<file path="src/rtl/dmsd_pkg.sv">
// Door magnet state detector: shared types and constants.
// Used by the core and the testbench files; depends on nothing.
package dmsd_pkg;

  localparam int AXES       = 3;
  localparam int CFG_W      = 16;
  localparam int CFG_ADDR_W = 2;
  localparam int CODE_W     = 3;

  typedef enum logic [CFG_ADDR_W-1:0] {
    REG_OPEN_THR  = 2'd0,
    REG_CLOSE_THR = 2'd1,
    REG_DELTA_THR = 2'd2
  } cfg_reg_t;

  localparam logic [CFG_W-1:0] OPEN_THR_RST  = 16'd200;
  localparam logic [CFG_W-1:0] CLOSE_THR_RST = 16'd400;
  localparam logic [CFG_W-1:0] DELTA_THR_RST = 16'd10;

  typedef enum logic [4:0] {
    DOOR_UNKNOWN = 5'b00001,
    DOOR_OPEN    = 5'b00010,
    DOOR_CLOSING = 5'b00100,
    DOOR_CLOSED  = 5'b01000,
    DOOR_OPENING = 5'b10000
  } door_state_t;

  localparam logic [CODE_W-1:0] CODE_UNKNOWN = 3'd0;
  localparam logic [CODE_W-1:0] CODE_OPEN    = 3'd1;
  localparam logic [CODE_W-1:0] CODE_CLOSING = 3'd2;
  localparam logic [CODE_W-1:0] CODE_CLOSED  = 3'd3;
  localparam logic [CODE_W-1:0] CODE_OPENING = 3'd4;

endpackage

</file>
<file path="src/rtl/dmsd_tap.sv">
// One cell of the moving-average history line: holds one sample.
// Depends on nothing; chained by dmsd_axis.
module dmsd_tap #(
  parameter int SAMPLE_BITS = 16
) (
  input  logic                          clk,
  input  logic                          rst_n,
  input  logic                          shift_en,
  input  logic signed [SAMPLE_BITS-1:0] d,
  output logic signed [SAMPLE_BITS-1:0] q
);

  logic signed [SAMPLE_BITS-1:0] q_r;

  always_ff @(posedge clk) begin
    if (!rst_n) begin
      q_r <= '0;
    end else if (shift_en) begin
      q_r <= d;
    end
  end

  assign q = q_r;

endmodule

</file>
<file path="src/rtl/dmsd_axis.sv">
// Moving-average front end of one axis: a line of WINDOW history cells
// and a running sum. Depends on dmsd_tap.
module dmsd_axis #(
  parameter int WINDOW      = 8,
  parameter int SAMPLE_BITS = 16,
  localparam int SUM_W      = SAMPLE_BITS + $clog2(WINDOW)
) (
  input  logic                          clk,
  input  logic                          rst_n,
  input  logic                          feed,
  input  logic signed [SAMPLE_BITS-1:0] sample,
  output logic signed [SUM_W-1:0]       sum
);

  logic signed [SAMPLE_BITS-1:0] tap_w [WINDOW+1];
  logic signed [SUM_W-1:0]       sum_r;
  logic signed [SUM_W-1:0]       sum_nxt;

  assign tap_w[0] = sample;

  for (genvar i = 0; i < WINDOW; i++) begin : g_tap
    dmsd_tap #(
      .SAMPLE_BITS(SAMPLE_BITS)
    ) u_tap (
      .clk     (clk),
      .rst_n   (rst_n),
      .shift_en(feed),
      .d       (tap_w[i]),
      .q       (tap_w[i+1])
    );
  end

  // last cell holds the sample that leaves the window
  assign sum_nxt = sum_r + SUM_W'(sample) - SUM_W'(tap_w[WINDOW]);

  always_ff @(posedge clk) begin
    if (!rst_n) begin
      sum_r <= '0;
    end else if (feed) begin
      sum_r <= sum_nxt;
    end
  end

  assign sum = sum_r;

endmodule

</file>
<file path="src/rtl/dmsd_div_cell.sv">
// Divide-by-WINDOW stage of one axis: |sum| times a reciprocal, sign restored,
// truncating toward zero; average and magnitude registered. Depends on nothing.
module dmsd_div_cell #(
  parameter int WINDOW      = 8,
  parameter int SAMPLE_BITS = 16,
  localparam int SUM_W      = SAMPLE_BITS + $clog2(WINDOW)
) (
  input  logic                          clk,
  input  logic                          en,
  input  logic signed [SUM_W-1:0]       sum,
  output logic signed [SAMPLE_BITS-1:0] avg,
  output logic [SAMPLE_BITS-1:0]        mag
);

  localparam int SHIFT  = SUM_W + $clog2(WINDOW);
  localparam int PROD_W = 2 * SUM_W + 1;
  // ceil(2^SHIFT / WINDOW): exact quotient for any SUM_W-bit dividend
  localparam logic [SUM_W:0] RECIP =
    (SUM_W+1)'(((64'd1 << SHIFT) + 64'(WINDOW) - 64'd1) / 64'(WINDOW));

  logic                          neg;
  logic [SUM_W-1:0]              abs_sum;
  logic [PROD_W-1:0]             prod;
  logic [SAMPLE_BITS-1:0]        quo;
  logic signed [SAMPLE_BITS-1:0] avg_r;
  logic [SAMPLE_BITS-1:0]        mag_r;

  assign neg     = sum[SUM_W-1];
  assign abs_sum = neg ? SUM_W'(-sum) : SUM_W'(sum);
  assign prod    = PROD_W'(abs_sum) * PROD_W'(RECIP);
  assign quo     = prod[SHIFT +: SAMPLE_BITS];

  always_ff @(posedge clk) begin
    if (en) begin
      mag_r <= quo;
      avg_r <= neg ? -quo : quo;
    end
  end

  assign avg = avg_r;
  assign mag = mag_r;

endmodule

</file>
<file path="src/rtl/door_magnet_state_detector_core.sv">
// Door magnet state detector, top level: axis filters, divide stage,
// change tracking and the door state machine.
// Depends on dmsd_pkg, dmsd_axis, dmsd_tap and dmsd_div_cell.
//
// Usage:
//   in_*  : one three-axis magnetometer sample per beat, a valid flag per axis.
//           An axis whose flag is low leaves its moving average untouched.
//   out_* : one result beat per input beat, in order: door state, changed flag
//           and the three filtered values.
//   cfg_* : threshold writes, taken at any edge with cfg_wen high; write only
//           while no beat is in flight.
// Pipeline: the history and running sum update at the accepting edge, then the
// averages from a reciprocal multiply are registered, then the result. Throughput:
// one beat per cycle while the receiver does not stall.
// Reset (rst_n low, synchronous) zeroes the history, sums and reported values,
// sets the door state to unknown and loads the threshold defaults (200, 400, 10).
// When the receiver stalls, the whole pipeline holds; in_tready follows
// out_tready while a result waits, and is high whenever the output register is
// empty.
module door_magnet_state_detector_core #(
  parameter int WINDOW      = 8,
  parameter int SAMPLE_BITS = 16,
  localparam int IN_W       = ((3 * (SAMPLE_BITS + 1) + 7) / 8) * 8,
  localparam int OUT_W      = ((4 + 3 * SAMPLE_BITS + 7) / 8) * 8
) (
  input  logic                            clk,
  input  logic                            rst_n,
  input  logic                            in_tvalid,
  output logic                            in_tready,
  // x_valid, sample_x, y_valid, sample_y, z_valid, sample_z
  input  logic [IN_W-1:0]                 in_tdata,
  output logic                            out_tvalid,
  input  logic                            out_tready,
  // door_state, changed, filtered_x, filtered_y, filtered_z
  output logic [OUT_W-1:0]                out_tdata,
  input  logic                            cfg_wen,
  input  logic [dmsd_pkg::CFG_ADDR_W-1:0] cfg_addr,
  input  logic [dmsd_pkg::CFG_W-1:0]      cfg_wdata
);

  localparam int SB     = SAMPLE_BITS;
  localparam int AXES   = dmsd_pkg::AXES;
  localparam int SUM_W  = SB + $clog2(WINDOW);
  localparam int CMP_W  = (SB > dmsd_pkg::CFG_W) ? SB : dmsd_pkg::CFG_W;
  localparam int DIFF_W = (SB + 1 > dmsd_pkg::CFG_W) ? SB + 1 : dmsd_pkg::CFG_W;
  localparam int FLD_W  = SB + 1;

  logic en;
  logic in_acc;

  logic [dmsd_pkg::CFG_W-1:0] open_thr_r;
  logic [dmsd_pkg::CFG_W-1:0] close_thr_r;
  logic [dmsd_pkg::CFG_W-1:0] delta_thr_r;

  logic signed [SUM_W-1:0] sum_w [AXES];
  logic                    sv_r;

  logic                  avg_v_r;
  logic signed [SB-1:0]  avg_w [AXES];
  logic [SB-1:0]         mag_w [AXES];
  logic signed [SB-1:0]  rep_r [AXES];
  logic [AXES-1:0]       hit;

  dmsd_pkg::door_state_t door_r;
  dmsd_pkg::door_state_t door_nxt;
  logic [dmsd_pkg::CODE_W-1:0] code_nxt;
  logic                  over_open;
  logic                  over_close;

  logic             out_valid_r;
  logic [OUT_W-1:0] out_data_r;
  logic [OUT_W-1:0] out_nxt;

  // whole pipeline advances together when the output register can take a beat
  assign en        = !out_valid_r || out_tready;
  assign in_tready = en;
  assign in_acc    = in_tvalid && en;

  always_ff @(posedge clk) begin
    if (!rst_n) begin
      open_thr_r  <= dmsd_pkg::OPEN_THR_RST;
      close_thr_r <= dmsd_pkg::CLOSE_THR_RST;
      delta_thr_r <= dmsd_pkg::DELTA_THR_RST;
    end else if (cfg_wen) begin
      case (cfg_addr)
        dmsd_pkg::REG_OPEN_THR:  open_thr_r  <= cfg_wdata;
        dmsd_pkg::REG_CLOSE_THR: close_thr_r <= cfg_wdata;
        dmsd_pkg::REG_DELTA_THR: delta_thr_r <= cfg_wdata;
        default: ;
      endcase
    end
  end

  for (genvar a = 0; a < AXES; a++) begin : g_axis
    dmsd_axis #(
      .WINDOW     (WINDOW),
      .SAMPLE_BITS(SB)
    ) u_axis (
      .clk   (clk),
      .rst_n (rst_n),
      .feed  (in_acc && in_tdata[a*FLD_W]),
      .sample(in_tdata[a*FLD_W+1 +: SB]),
      .sum   (sum_w[a])
    );
  end

  always_ff @(posedge clk) begin
    if (!rst_n) begin
      sv_r <= 1'b0;
    end else if (en) begin
      sv_r <= in_tvalid;
    end
  end

  // divide |sum| by WINDOW, sign restored afterwards: truncates toward zero
  for (genvar a = 0; a < AXES; a++) begin : g_div
    dmsd_div_cell #(
      .WINDOW     (WINDOW),
      .SAMPLE_BITS(SB)
    ) u_div (
      .clk(clk),
      .en (en),
      .sum(sum_w[a]),
      .avg(avg_w[a]),
      .mag(mag_w[a])
    );
  end

  always_ff @(posedge clk) begin
    if (!rst_n) begin
      avg_v_r <= 1'b0;
    end else if (en) begin
      avg_v_r <= sv_r;
    end
  end

  always_comb begin
    logic signed [SB:0] diff;
    logic [SB:0]        adiff;
    for (int a = 0; a < AXES; a++) begin
      diff   = (SB+1)'(rep_r[a]) - (SB+1)'(avg_w[a]);
      adiff  = diff[SB] ? (SB+1)'(-diff) : (SB+1)'(diff);
      hit[a] = DIFF_W'(adiff) >= DIFF_W'(delta_thr_r);
    end
  end

  always_ff @(posedge clk) begin
    if (!rst_n) begin
      for (int a = 0; a < AXES; a++) begin
        rep_r[a] <= '0;
      end
    end else if (en && avg_v_r) begin
      for (int a = 0; a < AXES; a++) begin
        if (hit[a]) begin
          rep_r[a] <= avg_w[a];
        end
      end
    end
  end

  always_comb begin
    over_open  = 1'b0;
    over_close = 1'b0;
    for (int a = 0; a < AXES; a++) begin
      over_open  = over_open  || (CMP_W'(mag_w[a]) > CMP_W'(open_thr_r));
      over_close = over_close || (CMP_W'(mag_w[a]) > CMP_W'(close_thr_r));
    end
  end

  always_comb begin
    door_nxt = door_r;
    case (door_r)
      dmsd_pkg::DOOR_OPEN: begin
        if (over_open) door_nxt = dmsd_pkg::DOOR_CLOSING;
      end
      dmsd_pkg::DOOR_CLOSING: begin
        if (over_close) door_nxt = dmsd_pkg::DOOR_CLOSED;
      end
      dmsd_pkg::DOOR_CLOSED: begin
        if (!over_close) door_nxt = dmsd_pkg::DOOR_OPENING;
      end
      dmsd_pkg::DOOR_OPENING: begin
        if (!over_open) door_nxt = dmsd_pkg::DOOR_OPEN;
      end
      default: begin
        door_nxt = over_open ? dmsd_pkg::DOOR_CLOSED : dmsd_pkg::DOOR_OPEN;
      end
    endcase
  end

  always_comb begin
    case (door_nxt)
      dmsd_pkg::DOOR_OPEN:    code_nxt = dmsd_pkg::CODE_OPEN;
      dmsd_pkg::DOOR_CLOSING: code_nxt = dmsd_pkg::CODE_CLOSING;
      dmsd_pkg::DOOR_CLOSED:  code_nxt = dmsd_pkg::CODE_CLOSED;
      dmsd_pkg::DOOR_OPENING: code_nxt = dmsd_pkg::CODE_OPENING;
      default:                code_nxt = dmsd_pkg::CODE_UNKNOWN;
    endcase
  end

  always_ff @(posedge clk) begin
    if (!rst_n) begin
      door_r <= dmsd_pkg::DOOR_UNKNOWN;
    end else if (en && avg_v_r) begin
      door_r <= door_nxt;
    end
  end

  always_comb begin
    out_nxt      = '0;
    out_nxt[2:0] = code_nxt;
    out_nxt[3]   = |hit;
    for (int a = 0; a < AXES; a++) begin
      out_nxt[4 + a*SB +: SB] = avg_w[a];
    end
  end

  always_ff @(posedge clk) begin
    if (!rst_n) begin
      out_valid_r <= 1'b0;
    end else if (en) begin
      out_valid_r <= avg_v_r;
    end
  end

  always_ff @(posedge clk) begin
    if (en && avg_v_r) begin
      out_data_r <= out_nxt;
    end
  end

  assign out_tvalid = out_valid_r;
  assign out_tdata  = out_data_r;

  a_hold_sum_no_feed: assert property (@(posedge clk) disable iff (!rst_n)
    (in_acc && !in_tdata[0]) |=> $stable(sum_w[0]))
    else $error("x sum moved without a valid x sample");

  a_open_succ: assert property (@(posedge clk) disable iff (!rst_n)
    (door_r == dmsd_pkg::DOOR_OPEN) |=>
      (door_r == dmsd_pkg::DOOR_OPEN || door_r == dmsd_pkg::DOOR_CLOSING))
    else $error("open state left to an illegal successor");

  a_closing_succ: assert property (@(posedge clk) disable iff (!rst_n)
    (door_r == dmsd_pkg::DOOR_CLOSING) |=>
      (door_r == dmsd_pkg::DOOR_CLOSING || door_r == dmsd_pkg::DOOR_CLOSED))
    else $error("closing state left to an illegal successor");

  a_state_only_on_beat: assert property (@(posedge clk) disable iff (!rst_n)
    !(en && avg_v_r) |=> $stable(door_r))
    else $error("door state moved without a filtered beat");

endmodule

</file>
<file path="config.mk">
export PLATFORM = sky130hd
export DESIGN_NAME = door_magnet_state_detector_core
export DESIGN_NICKNAME = d
export VERILOG_FILES = /design/src/rtl/dmsd_pkg.sv /design/src/rtl/dmsd_tap.sv /design/src/rtl/dmsd_axis.sv /design/src/rtl/dmsd_div_cell.sv /design/src/rtl/door_magnet_state_detector_core.sv
export SDC_FILE = /design/constraint.sdc
export NUM_CORES = 2
export LEC_CHECK = 0
export BUFFER_PORTS_ARGS = -buffer_cell sky130_fd_sc_hd__buf_4
export CORE_MARGIN = 1.5
export CORE_UTILIZATION = 50
export DETAILED_ROUTE_END_ITERATION = 7
export PLACE_DENSITY = 0.67
export SLEW_MARGIN = 40
export SYNTH_ARGS = -nofsm -noshare
export SYNTH_HDL_FRONTEND = slang
export SYNTH_SLANG_ARGS = --single-unit
</file>
<file path="constraint.sdc">
create_clock -name clk -period 7.1 [get_ports clk]
set_clock_uncertainty 0.2 [all_clocks]
set_input_delay 0.355 -clock clk [delete_from_list [all_inputs] [get_ports clk]]
set_output_delay 0.355 -clock clk [all_outputs]
set_load 0.05 [all_outputs]
</file>
==> impl_metrics.json <==
{
  "place.gp.congestion": 0.899,
  "grt_use_total": 0.221,
  "power.total_w": 0.0143,
  "ys.flop_type": "dfxtp_1",
  "critPathRequiredTime_ps": 7260,
  "placed_cell_area_sq_mm": 0.0379,
  "cp_data_arrival_time_ps": 6460,
  "slowest_stage": "a2111oi_0",
  "fp.dieArea_sq_mm": 0.0743,
  "cts_setup_buffers": 0,
  "grt_pass1_wl_mm": 134,
  "post-route-drc-count": 0,
  "r2r_start": "g_div[2].u_div.mag[0]",
  "avgRoutedWirePerCell_microns": 15.5,
  "ys_types": 87,
  "tritoncts": "done",
  "timing.final.crit_share": 0.888,
  "tns_ps": 0,
  "synth-seq-cells": 690,
  "cp_common_cell": "a21o_1",
  "die-height_microns": 273,
  "cts.sinks": 690,
  "start_kind": "flop",
  "hpwl_mm": 57.8,
  "ant_nets": 0,
  "via_per_inst": 5.24,
  "hold_viol": 0,
  "postLayoutCellArea_sq_mm": 0.0413,
  "area_growth_pct": 13.7,
  "dr.pass1.iters": 5,
  "via_count": 28106,
  "syn_area_sq_mm": 0.0363,
  "fin_ws_ps": 795,
  "max_freq_mhz": 159,
  "rows": 98,
  "cts.clk_slew.worst_paths_ps": 60,
  "cap_violations": 0,
  "io_pins": 137,
  "power.density_mw_per_mm2": 347,
  "hold-path-cell-count": 5,
  "fillers": 6513,
  "hold_end": "open_thr_r[9]",
  "cts_made_buffers": 78,
  "end_kind": "flop",
  "die_w_microns": 273,
  "grt_pass1_vias": 26076,
  "multi_input_area_sq_mm": 0.0185,
  "place_ws_ps": 824,
  "crit_type": "flop to flop",
  "syn_area_per_cell_sq_um": 8.52,
  "antenna_found_initial": 3,
  "synth_warnings": 0,
  "critPathMaxStageDelay_ps": 510,
  "r2r_setup_slack_ps": 790,
  "rsz0062_at_grt": "no",
  "clk_latency_ps": 620,
  "dr.first_iter.drc_count": 1910,
  "final_max_slew_viol_count": 0,
  "clk_path_buf_depth": 3,
  "initial_core_util": 0.506,
  "hp-start": "cfg_addr[0]",
  "reg2reg_to": "rep_r[0][12]",
  "crit_fanout": 33,
  "r2r.worst_path.cells": 23,
  "status": "complete, no violations",
  "finalSetupViolations": 0,
  "root_buffer": "clkbuf_16",
  "synth_cells": 4263,
  "hp-class": "primary input to flop",
  "io_buffers": 127,
  "relSlewSlack": 0.377,
  "cp_cell_sequence": "ha_1 -> inv_1 -> fa_1 -> a21oi_1 -> o2bb2ai_1 -> o21ai_0 -> a21oi_1 -> o41ai_1 -> o211ai_1 -> and2_1 -> a31oi_1 -> xor2_1 -> ha_1 -> a21o_1 -> a21o_1 -> a2111oi_0 -> inv_1 -> a311o_1 -> a21o_1 -> a311oi_1 -> a21oi_2 -> buf_4 -> and2_1",
  "layout_min_cycle_time_ps": 6310,
  "htreeDepth": 3,
  "tightest_slew_ps": 934,
  "synth_edf_count": 193,
  "area.sequential_sq_mm": 0.0157,
  "overflow": 0,
  "finalWirelength_mm": 83.1,
  "yosysSeqAreaShare": 0.433,
  "nNetsFinal": 4751,
  "core_sq_mm": 0.0717,
  "irDropWorstVdd_uv": 223,
  "async_flop_share": 0,
  "drive_above_1_share": 0.0735,
  "leakage_nw": 16.2,
  "grt_max_degree": 173
}
-- report_power, final --
group          internal (W)  switching [W]
logic               0.00231        0.00310
clock network       0.00250        0.00163
registers           0.00446       0.000327
total               0.00927        0.00505
-- worst max-delay path by stage --
| stage | from | endpoint | cells after the start | slack [ps] |
|---|---|---|---|---|
| 6_report | g_div[2].u_div.mag[0] | rep_r[0][12] | 23 | 790 |
| 5_1_grt | g_div[2].u_div.mag[0] | rep_r[0][13] | 23 | 280 |
| 4_1_cts | g_div[2].u_div.mag[0] | rep_r[0][12] | 23 | 780 |
| 3_5_place_dp | g_div[2].u_div.mag[0] | rep_r[0][25] | 23 | 820 |
| 3_3_place_gp | rep_r[0][32] | rep_r[0][23] | 24 | 870 |
| 2_1_floorplan | g_div[1].u_div.mag[0] | rep_r[0][16] | 20 | 1570 |
-- cells in the mapped netlist (all sizes together) (23+ instances only) --
library cell,number,share of area
ha,258,0.089
a21oi,594,0.082
nor2b,33,0.0057
nand2,1043,0.11
edfxtp,193,0.16
o31ai,28,0.0059
clkbuf,184,0.019
xnor2,153,0.037
or3,23,0.0040
xor2,51,0.012
and2,55,0.0095
dfxtp,497,0.27
inv,363,0.038
o21ai,96,0.013
fa,57,0.031
nand3,41,0.0058
nor3,54,0.0074
a21o,72,0.015
nand2b,38,0.0065
nand4,37,0.0065
nor2,125,0.013
-- flip-flops by register name, indices dropped and copies added (netlist names) --
name,cells
rep_r,48
g_axis.u_axis.sum,57
delta_thr_r,16
sv_r,1
g_div.u_div.avg,45
g_axis.u_axis.g_tap.u_tap.q,384
out_tdata,52
door_r,5
g_div.u_div.mag,48
open_thr_r,16
close_thr_r,16
avg_v_r,1
out_tvalid,1
-- stage by stage --
stage / std cells / hold WS, ps / utilization
6_report: 5363 / 79.4 / 0.576
5_1_grt: 5363 / 77.3 / 0.576
4_1_cts: 5358 / 42.3 / 0.575
3_5_place_dp: 5156 / 241 / 0.529
3_3_place_gp: 5155 / 237 / 0.528
2_1_floorplan: 4266 / 232 / -
-- logic make-up (layout without fill, tap and decap cells) --
family / after synthesis / after routing / share of synthesized area
DFF: 690 / 690 / 0.433
and+or+nand+nor: 1530 / 1530 / 0.183
xor gates and xnor gates: 204 / 204 / 0.0492
AOI/OAI and AO/OA: 948 / 948 / 0.152
muxes: 7 / 7 / 0.00196
other: 1 / 6 / 0.000103
buffers and inverters: 568 / 713 / 0.0600
adders and majority gates: 315 / 315 / 0.120
-- cell usage in the layout (no fill, tap or decap), types with 27 or more instances in the layout --
| cell | count |
|---|---|
| a21o_1 | 72 |
| a21oi_1 | 592 |
| and2_1 | 55 |
| buf_4 | 139 |
| clkbuf_16 | 83 |
| dfxtp_1 | 494 |
| dlygate4sd3_1 | 68 |
| edfxtp_1 | 193 |
| fa_1 | 57 |
| ha_1 | 258 |
| inv_1 | 361 |
| nand2_1 | 1043 |
| nand2b_1 | 37 |
| nand3_1 | 37 |
| nand4_1 | 36 |
| nor2_1 | 125 |
| nor2b_1 | 33 |
| nor3_1 | 54 |
| o21ai_0 | 92 |
| o31ai_1 | 27 |
| xnor2_1 | 153 |
| xor2_1 | 51 |
-- cell type report --
type                            instances  area share
Clock buffer                          104      0.0548
Inverter                              363      0.0333
Sequential cell                       690       0.381
Timing Repair Buffer                  216      0.0452
Tap cell                              950      0.0288
Clock inverter                         30     0.00902
Antenna cell                            2    0.000121
Multi-Input combinational cell       3008       0.448
-- critical path: cells and delay by family (launching register included) --
kind / cells / cell delay (ps)
AO/OA/AOI/OAI: 14 / 3430
adder cells (fa/ha/maj): 3 / 840
AND/OR/NAND/NOR: 2 / 510
buffers and inverters: 3 / 450
flip-flops: 1 / 400
XOR/XNOR: 1 / 180
-- routing by layer --
layer  routed length [microns]  up-vias  track usage
li1                          -    14464            -
met1                     39600    13048        0.306
met2                     37900      471        0.359
met3                      3270      121       0.0280
met4                      2210        2       0.0731
met5                        11        -            0
-- what timing repair did --
item                                   CTS  global route
endpoints found under the hold margin  101             0
hold buffers                            68             0
gates resized for setup                  0             0
Power figures use the tool's default switching activity.
